File: config.mk
export PLATFORM = sky130hd
export DESIGN_NAME = weighted_round_robin_select
export DESIGN_NICKNAME = d
export VERILOG_FILES = /design/src/hw/rtl/wrr_pkg.sv /design/src/hw/rtl/weighted_round_robin_select.sv
export SDC_FILE = /design/constraint.sdc
export NUM_CORES = 1
export LEC_CHECK = 0
export BUFFER_PORTS_ARGS = -buffer_cell sky130_fd_sc_hd__buf_2
export CORE_UTILIZATION = 63
export CTS_CLUSTER_DIAMETER = 80
export DETAILED_ROUTE_END_ITERATION = 6
export GPL_TIMING_DRIVEN = 0
export PLACE_DENSITY = 0.84
export SKIP_CTS_REPAIR_TIMING = 1
export SYNTH_ARGS = -nofsm -noshare
export SYNTH_HDL_FRONTEND = slang
export SYNTH_SLANG_ARGS = --single-unit
File: constraint.sdc
create_clock -name clk -period 5 [get_ports clk]
set_input_delay 0.75 -clock clk [delete_from_list [all_inputs] [get_ports clk]]
set_output_delay 0.75 -clock clk [all_outputs]
set_load 0.02 [all_outputs]
File: src/hw/rtl/wrr_pkg.sv
// ----------------------------------------------------------------------------
// wrr_pkg: weighted round-robin select package
// Field widths, action codes and the request/result payload types.
// ----------------------------------------------------------------------------
package wrr_pkg;

  localparam int MAX_SERVERS_DEF = 16;
  localparam int WEIGHT_BITS_DEF = 8;

  localparam int ACTION_W  = 1;
  localparam int INDEX_W   = 4;
  localparam int WEIGHT_W  = 8;
  localparam int COUNT_W   = 5;

  localparam logic [ACTION_W-1:0] ACT_WRITE  = 1'b0;
  localparam logic [ACTION_W-1:0] ACT_SELECT = 1'b1;

  typedef struct packed {
    logic [ACTION_W-1:0] action;
    logic [INDEX_W-1:0]  entry_index;
    logic [WEIGHT_W-1:0] entry_weight;
  } request_t;

  typedef struct packed {
    logic [INDEX_W-1:0] server_index;
    logic               found;
  } result_t;

endpackage

File: src/hw/rtl/weighted_round_robin_select.sv
// ----------------------------------------------------------------------------
// weighted_round_robin_select: interleaved weighted round-robin selector
// Weight table with write and select requests; gcd-stepped current weight.
// ----------------------------------------------------------------------------
//
//  channel   dir  handshake                         payload
//  -------   ---  --------------------------------  -------------------------
//  request   in   request_valid / request_stall     request_t (action, index,
//                                                    weight)
//  result    out  result_valid / result_stall       result_t (index, found)
//  config    in   cfg_write_enable                  cfg_write_data (count)
//
//  Write request: updates a table entry, no result.
//  Select request: per table entry in use a read (S_SCAN_RD), a load
//  (S_SCAN_LD) and binary gcd steps (S_GCD), then S_SCAN_END to close the
//  scan, then a position step (S_STEP) and a check (S_CHECK) per step (at
//  most 2*MAX_SERVERS+4 steps), with S_REDUCE on a wrap that lowers the
//  current weight, held for each extra gcd subtraction of a stale weight,
//  and the done flag to hand off the result. A select with a zero count
//  skips the scan and goes straight to the hand-off.
//  request_stall is high for the whole select; a finished select whose result
//  cannot leave holds done, and with it request_stall, until result_stall
//  drops.
//  Reset (rst, synchronous) clears the entry valid bits at once: no sweep.
//
module weighted_round_robin_select
  import wrr_pkg::*;
#(
  parameter int MAX_SERVERS = MAX_SERVERS_DEF,
  parameter int WEIGHT_BITS = WEIGHT_BITS_DEF
) (
  input  logic               clk,
  input  logic               rst,
  input  logic               cfg_write_enable,
  input  logic [COUNT_W-1:0] cfg_write_data,
  input  logic               request_valid,
  output logic               request_stall,
  input  request_t           request,
  output logic               result_valid,
  input  logic               result_stall,
  output result_t            result
);

  localparam int ADDR_W = (MAX_SERVERS > 1) ? $clog2(MAX_SERVERS) : 1;
  localparam int CNT_W  = $clog2(MAX_SERVERS + 1);
  localparam int KW     = $clog2(WEIGHT_BITS + 1);
  localparam int LIMIT  = 2 * MAX_SERVERS + 4;
  localparam int SW     = $clog2(LIMIT);
  localparam int W      = WEIGHT_BITS;

  typedef enum logic [7:0] {
    S_IDLE     = 8'b0000_0001,
    S_SCAN_RD  = 8'b0000_0010,
    S_SCAN_LD  = 8'b0000_0100,
    S_GCD      = 8'b0000_1000,
    S_SCAN_END = 8'b0001_0000,
    S_STEP     = 8'b0010_0000,
    S_REDUCE   = 8'b0100_0000,
    S_CHECK    = 8'b1000_0000
  } state_t;

  // hand-off of a finished select is folded into a flag so the FSM stays small
  state_t             state;
  logic               done;
  logic [COUNT_W-1:0] server_count;
  logic [CNT_W-1:0]   n_cnt;
  logic [ADDR_W-1:0]  scan_idx;
  logic [W-1:0]       top_wt;
  logic [W-1:0]       gcd_val;
  logic [W-1:0]       ga;
  logic [W-1:0]       gb;
  logic [KW-1:0]      gk;
  logic [ADDR_W-1:0]  position;
  logic [W-1:0]       cur_wt;
  logic [SW-1:0]      step_cnt;
  result_t            res;

  // weight table: memory plus one valid bit per entry (unwritten reads as 0)
  logic [W-1:0]           mem [MAX_SERVERS];
  logic [MAX_SERVERS-1:0] entry_valid;
  logic [W-1:0]           rd_data;
  logic                   rd_valid;
  logic [ADDR_W-1:0]      rd_addr;
  logic [W-1:0]           rd_weight;

  logic               req_accept;
  logic               wr_en;
  logic [ADDR_W-1:0]  wr_addr;
  logic [CNT_W-1:0]   n_sat;
  logic [CNT_W-1:0]   pos_inc;
  logic [ADDR_W-1:0]  pos_n;
  logic               out_free;

  // shared subtract/compare unit
  logic [W-1:0]       op_a;
  logic [W-1:0]       op_b;
  logic [W:0]         diff;
  logic               a_ge_b;
  logic [W-1:0]       abs_diff;

  assign request_stall = (state != S_IDLE) || done;
  assign req_accept    = request_valid && !request_stall;
  assign wr_en         = req_accept && (request.action == ACT_WRITE) &&
                         (32'(request.entry_index) < MAX_SERVERS);
  assign wr_addr       = ADDR_W'(request.entry_index);
  assign out_free      = !result_valid || !result_stall;

  // count above the table size saturates
  assign n_sat = (32'(server_count) > MAX_SERVERS) ? CNT_W'(MAX_SERVERS)
                                                   : CNT_W'(server_count);

  // position step with wrap; a stale position past the count wraps too
  assign pos_inc = CNT_W'(position) + CNT_W'(1);
  assign pos_n   = (pos_inc >= n_cnt) ? '0 : ADDR_W'(pos_inc);

  always_comb begin
    if (state == S_SCAN_RD) begin
      rd_addr = scan_idx;
    end else if (state == S_STEP) begin
      rd_addr = pos_n;
    end else begin
      rd_addr = position;
    end
  end

  always_comb begin
    if (state == S_GCD) begin
      op_a = ga;
      op_b = gb;
    end else begin
      op_a = cur_wt;
      op_b = gcd_val;
    end
  end

  assign diff      = {1'b0, op_a} - {1'b0, op_b};
  assign a_ge_b    = !diff[W];
  assign abs_diff  = a_ge_b ? diff[W-1:0] : W'(-diff);
  assign rd_weight = rd_valid ? rd_data : '0;

  always_ff @(posedge clk) begin
    if (wr_en) begin
      mem[wr_addr] <= W'(request.entry_weight);
    end
    rd_data <= mem[rd_addr];
  end

  always_ff @(posedge clk) begin
    if (rst) begin
      entry_valid <= '0;
      rd_valid    <= 1'b0;
    end else begin
      if (wr_en) begin
        entry_valid[wr_addr] <= 1'b1;
      end
      rd_valid <= entry_valid[rd_addr];
    end
  end

  always_ff @(posedge clk) begin
    if (rst) begin
      server_count <= COUNT_W'(1);
    end else if (cfg_write_enable) begin
      server_count <= cfg_write_data;
    end
  end

  always_ff @(posedge clk) begin
    if (rst) begin
      state        <= S_IDLE;
      done         <= 1'b0;
      result_valid <= 1'b0;
      position     <= ADDR_W'(MAX_SERVERS - 1);
      cur_wt       <= '0;
    end else begin
      if (done && out_free) begin
        result_valid <= 1'b1;
        result       <= res;
        done         <= 1'b0;
      end else if (result_valid && !result_stall) begin
        result_valid <= 1'b0;
      end

      unique case (state)
        S_IDLE: begin
          if (req_accept && (request.action == ACT_SELECT)) begin
            if (server_count == '0) begin
              res  <= '0;
              done <= 1'b1;
            end else begin
              n_cnt    <= n_sat;
              scan_idx <= '0;
              top_wt   <= '0;
              gcd_val  <= '0;
              state    <= S_SCAN_RD;
            end
          end
        end
        S_SCAN_RD: begin
          state <= S_SCAN_LD;
        end
        S_SCAN_LD: begin
          if (rd_weight > top_wt) begin
            top_wt <= rd_weight;
          end
          ga    <= gcd_val;
          gb    <= rd_weight;
          gk    <= '0;
          state <= S_GCD;
        end
        S_GCD: begin
          // binary gcd, one step a cycle
          if (ga == '0 || gb == '0) begin
            gcd_val <= (ga == '0) ? W'(gb << gk) : W'(ga << gk);
            if (CNT_W'(scan_idx) + CNT_W'(1) == n_cnt) begin
              state <= S_SCAN_END;
            end else begin
              scan_idx <= scan_idx + ADDR_W'(1);
              state    <= S_SCAN_RD;
            end
          end else if (!ga[0] && !gb[0]) begin
            ga <= ga >> 1;
            gb <= gb >> 1;
            gk <= gk + KW'(1);
          end else if (!ga[0]) begin
            ga <= ga >> 1;
          end else if (!gb[0]) begin
            gb <= gb >> 1;
          end else if (a_ge_b) begin
            ga <= abs_diff >> 1;
          end else begin
            gb <= abs_diff >> 1;
          end
        end
        S_SCAN_END: begin
          if (top_wt == '0) begin
            position <= '0;
            cur_wt   <= '0;
            res      <= '0;
            done     <= 1'b1;
            state    <= S_IDLE;
          end else begin
            step_cnt <= '0;
            state    <= S_STEP;
          end
        end
        S_STEP: begin
          position <= pos_n;
          if (pos_n == '0) begin
            if (!a_ge_b || diff[W-1:0] == '0) begin
              cur_wt <= top_wt;
              state  <= S_CHECK;
            end else begin
              cur_wt <= diff[W-1:0];
              state  <= S_REDUCE;
            end
          end else begin
            state <= S_CHECK;
          end
        end
        S_REDUCE: begin
          // stale weight: drop by gcd until it is within the greatest weight
          if (cur_wt > top_wt) begin
            cur_wt <= diff[W-1:0];
          end else begin
            state <= S_CHECK;
          end
        end
        S_CHECK: begin
          if (rd_weight >= cur_wt) begin
            res.server_index <= INDEX_W'(position);
            res.found        <= 1'b1;
            done             <= 1'b1;
            state            <= S_IDLE;
          end else if (step_cnt == SW'(LIMIT - 1)) begin
            res   <= '0;
            done  <= 1'b1;
            state <= S_IDLE;
          end else begin
            step_cnt <= step_cnt + SW'(1);
            state    <= S_STEP;
          end
        end
        default: begin
          state <= S_IDLE;
        end
      endcase
    end
  end

  // a result only appears out of a finished select
  a_result_from_done: assert property (@(posedge clk) disable iff (rst)
    $rose(result_valid) |-> $past(done))
    else $error("result_valid rose without a finished select");

  // a select request locks the request side on the next cycle
  a_select_locks: assert property (@(posedge clk) disable iff (rst)
    (req_accept && request.action == ACT_SELECT) |=> request_stall)
    else $error("select request did not stall the request side");

  // a found selection points inside the entries in use
  a_found_in_range: assert property (@(posedge clk) disable iff (rst)
    (state == S_CHECK && rd_weight >= cur_wt) |-> (CNT_W'(position) < n_cnt))
    else $error("selected position beyond the server count");

  // step counter never runs past the step limit
  a_step_bound: assert property (@(posedge clk) disable iff (rst)
    (state == S_CHECK) |-> (32'(step_cnt) < LIMIT))
    else $error("position step counter overran");

endmodule
== Word level (Yosys, flattened, before mapping) ==
Memory sizes are Yosys's and may differ from the RTL's. A register that Yosys moved wholly into a read port is not among the register bits.
Cells that the tools add are included.
W data, S select, Z words.
Word-level totals
  bits in registers: 105
  memory bits (writable): 128
  bits of input ports: 23
  output and inout port bits: 7
  logic and storage cells: 197
  memories kept: 1
Operators by class
  $add $sub $neg: 7
  order comparisons: 8
  equality and inequality tests: 31
  shifts and indexed selects: 2
  multiplexer cells: 77
  bitwise operators: 4
  reduce and logical (&&, ||, !) cells: 45
Memory list
  mem: depth 16, width 8, rd ports 1, clocked after memory_dff 1, write ports 1, line weighted_round_robin_select.sv:79  | logic [W-1:0] mem [MAX_SERVERS];
Operator list (count)
  $mux W8: 29
  $pmux W8 S2: 4
  $pmux W8 S8: 1
  $mux W4: 10
  $mux W6: 6
  $logic_not A8 Y1: 4
  $mux W5: 6
  $reduce_and A5 Y1: 5
  $ne A2 B2 Y1 const B: 12
  $pmux W4 S2: 3
  $pmux W8 S3: 1
  $reduce_and A4 Y1: 5
  $gt A8 B8 Y1: 2
  $or A16 B16 Y16: 1
  $shl A8 B4 Y8: 2
  $pmux W5 S3: 1
  $mux W1: 12
  $ne A4 B3 Y1 const B: 3
  $pmux W6 S2: 1
  $reduce_and A6 Y1: 2
  $reduce_bool A2 Y1: 6
  $add A4 B1 Y5 const B: 2
  $lt A4 B5 Y1 const B: 2
  $sub A8 B8 Y9: 1
  33 further kinds: 53

== Logic depth before layout (Yosys ltp) ==
Gate-level depths: netlist (run 1).
  depth after elaboration: 11
  depth in mapped cells: 21
  mapped depth without buffers: 17

== Worst setup path before layout (run 1) ==
No wires, ideal clock.
  kind: register -> register
  start point: reg state[4]
  end point: reg cur_wt[0]
  setup time: 0.123 ns
  arrival time: 4.196 ns
  required time: 4.877 ns
  setup slack: 0.681 ns
  stages on the path, launching flop included: 19
  buffers on the path: 2
  clock period less this slack: 4.319 ns
  path through: dfxtp_1 nor2_2 nand2_1 nor3_1 and3b_1 clkbuf_1 clkbuf_1 mux2i_1 inv_1 ha_1 nor2b_1 o2111a_1 o41a_1 a311oi_2 nor4b_1 a21o_1 o21ai_1 a221oi_1 nor2b_1
Between the ends
  longest elaborated chain between the ends: 8
  elaborated cells on any way between the ends: 18
  classes of those cells: add/sub: 1; eq/ne: 7; mux: 6; reduce/logical: 4
RTL lines
  start, declared: line weighted_round_robin_select.sv:63  | state_t state;
  start signal, assigned: line weighted_round_robin_select.sv:170  | state <= S_IDLE;
  start signal, assigned: line weighted_round_robin_select.sv:195  | state <= S_SCAN_RD;
  start signal, assigned: line weighted_round_robin_select.sv:200  | state <= S_SCAN_LD;
  $eq A8 B4 Y1: line weighted_round_robin_select.sv:127  | if (state == S_GCD) begin
  $mux W8: line weighted_round_robin_select.sv:127
  $sub A8 B8 Y9: line weighted_round_robin_select.sv:136  | assign diff = {1'b0, op_a} - {1'b0, op_b};
  $logic_not A8 Y1: line weighted_round_robin_select.sv:250  | if (!a_ge_b || diff[W-1:0] == '0) begin
  $logic_or A1 B1 Y1: line weighted_round_robin_select.sv:250
  $mux W8: line weighted_round_robin_select.sv:250
  $mux W8: line weighted_round_robin_select.sv:249  | if (pos_n == '0) begin
  $pmux W8 S3: line weighted_round_robin_select.sv:184  | unique case (state)
  end signal, assigned: line weighted_round_robin_select.sv:251  | cur_wt <= top_wt;
  end signal, assigned: line weighted_round_robin_select.sv:254  | cur_wt <= diff[W-1:0];
  end signal, assigned: line weighted_round_robin_select.sv:264  | cur_wt <= diff[W-1:0];
  end, declared: line weighted_round_robin_select.sv:74  | logic [W-1:0] cur_wt;
Several ways; a longest one is shown, not always the timed one. The select of a mux whose other input is x is not followed.
A chain may end at the register's enable or synchronous reset.

== Worst setup path after layout (run 1) ==
  start point: reg state[4]
  end point: reg cur_wt[2]
Same word-level chain as after synthesis.

==> impl_metrics.toml, run 1 <==
[power_and_ir_drop]
p_per_area_nw_per_um2 = 400
clkPwrFrac = 0.356
power_frac_seq = 0.451
internal_power_w = 0.00376
power.leakage_nw = 4.91
ir_worst_vdd_mv = 0.366
switching_share = 0.285
p_comb_frac = 0.193
p_switching_w = 0.00150

[sta]
max_freq_ghz = 0.212
finClkSkew_ns = 0.0139
tightest_slew_ns = 1.19
final.period_utilization = 0.945
slew_headroom = 0.201
holdWs_ns = 0.410
rsz0062_at_grt = "no"
setup_ws_ns = 0.273
final-setup-viol-count = 0
maxSlewViolCount = 0
hold_viol_final = 0
period_minus_slack_ns = 4.73

[detailed_routing]
ant_nets = 0
wirelength_mm = 28.4
drc_errors = 3
drtPass1Iterations = 7
drt_iter0_markers = 1091
wl_per_cell_um = 19.7
via_count = 9063
vias_per_cell = 6.29

[setup_path]
cp-start-kind = "flip-flop"
required_ns = 5.41
ff2ff_setup_slack_ns = 0.27
critPathBufInv = 2
cp_top_family = "compound AO/OA/AOI/OAI gates"
crit_chain = "nor2_4 -> nand2_1 -> nor3_2 -> and3b_1 -> clkbuf_4 -> mux2i_1 -> inv_1 -> ha_1 -> nor2b_1 -> o2111a_1 -> o41a_1 -> a311oi_4 -> nor4b_4 -> a21o_1 -> o21ai_1 -> a221oi_1 -> nor2b_1"
end_kind = "flip-flop"
arrival_ns = 5.14
cp_slowest_cell = "o41a_1"
cp_max_fo = 10
worstSetupPathType = "reg -> reg"
cp_slowest_stage_delay_ns = 0.42
crit_top_cell = "nor2b_1"

[die]
ios = 30
start_util = 0.648
die_h_um = 139
dieArea_um2 = 19200
core_area_um2 = 18100
row_count = 49
die_w_um = 139

[synthesis]
syn_area_per_cell_um2 = 10.4
synth_edf_count = 189
syn_area_um2 = 11800
synth_nets = 1201
synth-seq-cells = 241
synthArstFlopShare = 0
synth_flop_cell = "edfxtp_1"
synthCells = 1135
yosysWarningCount = 0
synth_seq_area_share = 0.571
synth_cell_types = 67

[cells_and_area]
n_antenna_cell = 0
syn2layout_area_growth_pct = 11.7
fillCellCount = 1242
stdcell_area_um2 = 13100
drive_gt1_frac = 0.0874
layout_common_cells = "190 x nand2_1, 189 x edfxtp_1, 105 x nor2_1, 87 x nand3_1, 54 x a21oi_1"
final_cells = 1442
final_util = 0.724
layout_commonest_cell = "nand2_1"
final_nets = 1262

[global_routing]
grt_pass1_wl_mm = 44.8
grt_pass1_vias = 8682
antenna_found_initial = 0
grt_use_total = 0.298
grt_overflow = 0
grt_max_degree = 17

[clock_tree]
clock-sinks = 241
clockRootBuffer = "clkbuf_16"
clockBufferDepth = 3
cts_tree = "done"
h-tree-depth = 1
clk_latency_ns = 0.54
numCtsBuffers = 25
clkTransAtPathRegs_ns = 0.06

[placed_design]
hpwl_mm = 19.9
place_inst = 1392
dpl_cell_area_um2 = 12200
io_buffers = 28
gp_congestion = 1.00
pre_cts_slack_ns = -0.302

[worst_hold_path]
holdCritPathClass = "reg -> reg"

[outcome]
outcome = "complete, but fails checks"
violations = "DRC"

[run]
maxCapViolations = 0
## logic make-up after synthesis
logic type / share of synthesized area
and+or+nand+nor: 0.205
DFF: 0.571
AOI/OAI and AO/OA: 0.114
buffers and inverters: 0.0321
adders and majority gates: 0.0464
xor gates and xnor gates: 0.0156
muxes: 0.0164
## cells in the mapped netlist (8+ instances only)
cell type,instances,share of area
nand2_1,190,0.061
edfxtp_1,189,0.48
nor2_1,105,0.034
nand3_1,87,0.037
a21oi_1,54,0.023
dfxtp_1,52,0.089
inv_1,43,0.014
ha_1,42,0.045
clkbuf_1,37,0.012
o21ai_0,35,0.015
nor2b_1,31,0.016
nor3_1,21,0.0089
mux2i_1,17,0.014
a31oi_1,16,0.0085
and3_1,14,0.0074
buf_2,14,0.0060
and2_1,13,0.0069
xor2_1,13,0.0097
a221oi_1,10,0.0074
nand2b_1,10,0.0053
a211oi_1,9,0.0057
a21o_1,9,0.0057
o21a_1,9,0.0057
a32oi_1,8,0.0060
xnor2_1,8,0.0060
## power groups by stage
stage	registers (W)	logic (W)	clock network, W
2_1_floorplan	0.00239	0.000670	0
3_3_place_gp	0.00241	0.000913	0
3_5_place_dp	0.00241	0.000934	0
4_1_cts	0.00237	0.000948	0.00189
5_1_grt	0.00238	0.00110	0.00198
6_report	0.00237	0.00101	0.00187
## stage by stage
stage / setup TNS [ns] / power, W
floorplan: 0 / 0.00306
global placement: -1.21 / 0.00332
detailed placement: -1.69 / 0.00334
CTS: -2.41 / 0.00520
global route: 0 / 0.00546
finish: 0 / 0.00526
## worst paths after layout
kind                                             from                     end  cells after the start
worst max-delay path            state[4]$_SDFFE_PP0P_  cur_wt[2]$_SDFFE_PP0P_                     17
worst min-delay path             res[2]$_SDFFCE_PN0P_     result[2]$_DFFE_PP_                      0
worst max register to register  state[4]$_SDFFE_PP0P_  cur_wt[2]$_SDFFE_PP0P_                     17
worst min register to register   res[2]$_SDFFCE_PN0P_     result[2]$_DFFE_PP_                      0
## registers in the layout, indices dropped and copies added, names as in the netlist
register      count
result_valid      1
gk                4
n_cnt             5
gb                8
res               5
rd_data           8
scan_idx          4
done              1
rd_valid          1
server_count      5
mem             128
top_wt            8
result            5
ga                8
position          4
entry_valid      16
cur_wt            8
state             8
step_cnt          6
gcd_val           8
## metal layers
metal	GRT usage	vias up	routed length, um
met5	0	-	0
met4	0.144	0	1290
met3	0.0456	115	2470
met2	0.496	471	13600
met1	0.387	4240	11000
li1	-	4237	-
## worst reg2reg max path, stage by stage (launching register included)
cell,delay [ns]
dfxtp_1,0.34
nor2_4,0.20
nand2_1,0.17
nor3_2,0.19
and3b_1,0.36
clkbuf_4,0.29
mux2i_1,0.32
inv_1,0.08
ha_1,0.29
nor2b_1,0.15
o2111a_1,0.28
o41a_1,0.42
a311oi_4,0.37
nor4b_4,0.29
a21o_1,0.21
o21ai_1,0.16
a221oi_1,0.39
nor2b_1,0.08
## area by class of cell
class | instances | area, um2 | area share
Timing Repair Buffer | 35 | 193 | 0.0147
Inverter | 44 | 165 | 0.0126
Buffer | 51 | 214 | 0.0163
Clock buffer | 31 | 669 | 0.0510
Multi-Input combinational cell | 798 | 4730 | 0.360
Tap cell | 229 | 287 | 0.0218
Clock inverter | 13 | 158 | 0.0120
Sequential cell | 241 | 6720 | 0.511
(Power assumes the default switching activity.)
==> run 2, diff against run 1 <==
- CORE_UTILIZATION: 63 -> 65
- CTS_CLUSTER_SIZE: default -> 12
- PLACE_DENSITY: 0.84 -> 0.86
- clock period: 5 -> 5.7 ns (I/O delays scaled with it)
==> impl_metrics.toml, run 2 (synthesis gave the netlist of run 1 again) <==
[clock_tree]
clk_latency_ns = 0.53
h-tree-depth = 1
cts_tree = "done"
numCtsBuffers = 24
clockRootBuffer = "clkbuf_16"
clkTransAtPathRegs_ns = 0.07
clock-sinks = 241
clockBufferDepth = 3

[die]
start_util = 0.673
row_count = 48
die_h_um = 137
core_area_um2 = 17500
dieArea_um2 = 18600
die_w_um = 137
ios = 30

[power_and_ir_drop]
ir_worst_vdd_mv = 0.283
p_per_area_nw_per_um2 = 339
power.leakage_nw = 4.80

[cells_and_area]
syn2layout_area_growth_pct = 9.72
regMostFlops = "mem"
n_antenna_cell = 0
layout_common_cells = "190 x nand2_1, 189 x edfxtp_1, 105 x nor2_1, 87 x nand3_1, 54 x a21oi_1"
biggestRegsByFlops = "mem: 128 flops, entry_valid: 16 flops"
drive_gt1_frac = 0.0713
stdcell_area_um2 = 12900
final_nets = 1256
largest_reg_flops = 128
layout_commonest_cell = "nand2_1"

[setup_path]
end_kind = "flip-flop"
cp_max_fo = 10
ff2ff_setup_slack_ns = 0.49
arrival_ns = 5.63
r2r-start = "state[4]$_SDFFE_PP0P_"
worstSetupPathType = "reg -> reg"
cp-start-kind = "flip-flop"
required_ns = 6.12
crit_start = "state[4]$_SDFFE_PP0P_"

[sta]
period_minus_slack_ns = 5.21
setup_tns_ns = 0
setup_ws_ns = 0.486
max_freq_ghz = 0.192
final-setup-viol-count = 0
rsz0062_at_grt = "no"
tightest_slew_ns = 1.28
maxSlewViolCount = 0
hold_viol_final = 0
finClkSkew_ns = 0.0148
slew_headroom = 0.143
final.period_utilization = 0.915

[placed_design]
hpwl_mm = 20.0
dpl_cell_area_um2 = 12200
io_buffers = 28
pre_cts_slack_ns = 0.375
gp_congestion = 0.956

[global_routing]
grt_pass1_wl_mm = 44.0
grt_max_degree = 17
antenna_found_initial = 0
grt_overflow = 0
grt_use_total = 0.312
grt_pass1_vias = 8550

[detailed_routing]
ant_nets = 0
drt_iter0_markers = 1101
wl_per_cell_um = 19.9
drtPass1Iterations = 7
wirelength_mm = 28.5
vias_per_cell = 6.33
via_count = 9064
drc_errors = 19

[outcome]
violations = "DRC"
outcome = "complete, but fails checks"

[worst_hold_path]
holdCritPathClass = "reg -> reg"
min_from = "res[4]$_SDFFCE_PN0P_"

[run]
maxCapViolations = 0
-- run 2: where the power goes --
group | internal, W | leakage, nW | switching, W
Sequential | 0.00201 | 2.16 | 0.0000692
Clock | 0.000800 | 0.336 | 0.000644
Combinational | 0.000286 | 2.31 | 0.000568
-- run 2: routing by layer --
| layer | track usage | routed length [um] | vias to the layer above |
|---|---|---|---|
| li1 | - | - | 4215 |
| met3 | 0.0489 | 2480 | 99 |
| met1 | 0.392 | 10900 | 4236 |
| met5 | 0 | 0 | - |
| met4 | 0.144 | 1230 | 0 |
| met2 | 0.531 | 13900 | 514 |
-- run 2: final timing paths --
check,to,depth (start not counted)
setup / recovery,cur_wt[0]$_SDFFE_PP0P_,18
hold / removal,result[4]$_DFFE_PP_,0
setup reg to reg,cur_wt[0]$_SDFFE_PP0P_,18
hold reg to reg,result[4]$_DFFE_PP_,0
-- run 2: final cells by class --
type	count	area, um2
plain buffers	52	214
clock buffers	41	666
clock inverters	2	41.3
fillers	1178	4570
inverters	44	165
multi-input cells	798	4670
flip-flops and latches	241	6720
well taps	225	282
repair buffers	29	148
-- run 2: worst max-delay path, cell delays in order (launching register included) --
cell      delay [ns]
dfxtp_1         0.33
nor2_2          0.29
nand2_1         0.21
nor3_1          0.29
and3b_1         0.20
clkbuf_1        0.25
clkbuf_2        0.33
mux2i_1         0.33
inv_1           0.08
ha_1            0.29
nor2b_1         0.14
o2111a_1        0.26
o41a_1          0.39
a311oi_2        0.47
nor4b_1         0.39
a21o_1          0.24
o21ai_1         0.16
a221oi_1        0.37
nor2b_1         0.08
-- run 2: through the flow --
| step | total power (W) | instances | hold WS [ns] | util |
|---|---|---|---|---|
| after floorplan | 0.00268 | 1135 | 0.400 | - |
| after global placement | 0.00292 | 1388 | 0.401 | 0.697 |
| final | 0.00438 | 1432 | 0.419 | 0.738 |
| after CTS | 0.00437 | 1431 | 0.421 | 0.738 |
| after detailed placement | 0.00294 | 1388 | 0.405 | 0.698 |
| after global routing | 0.00453 | 1432 | 0.426 | 0.738 |
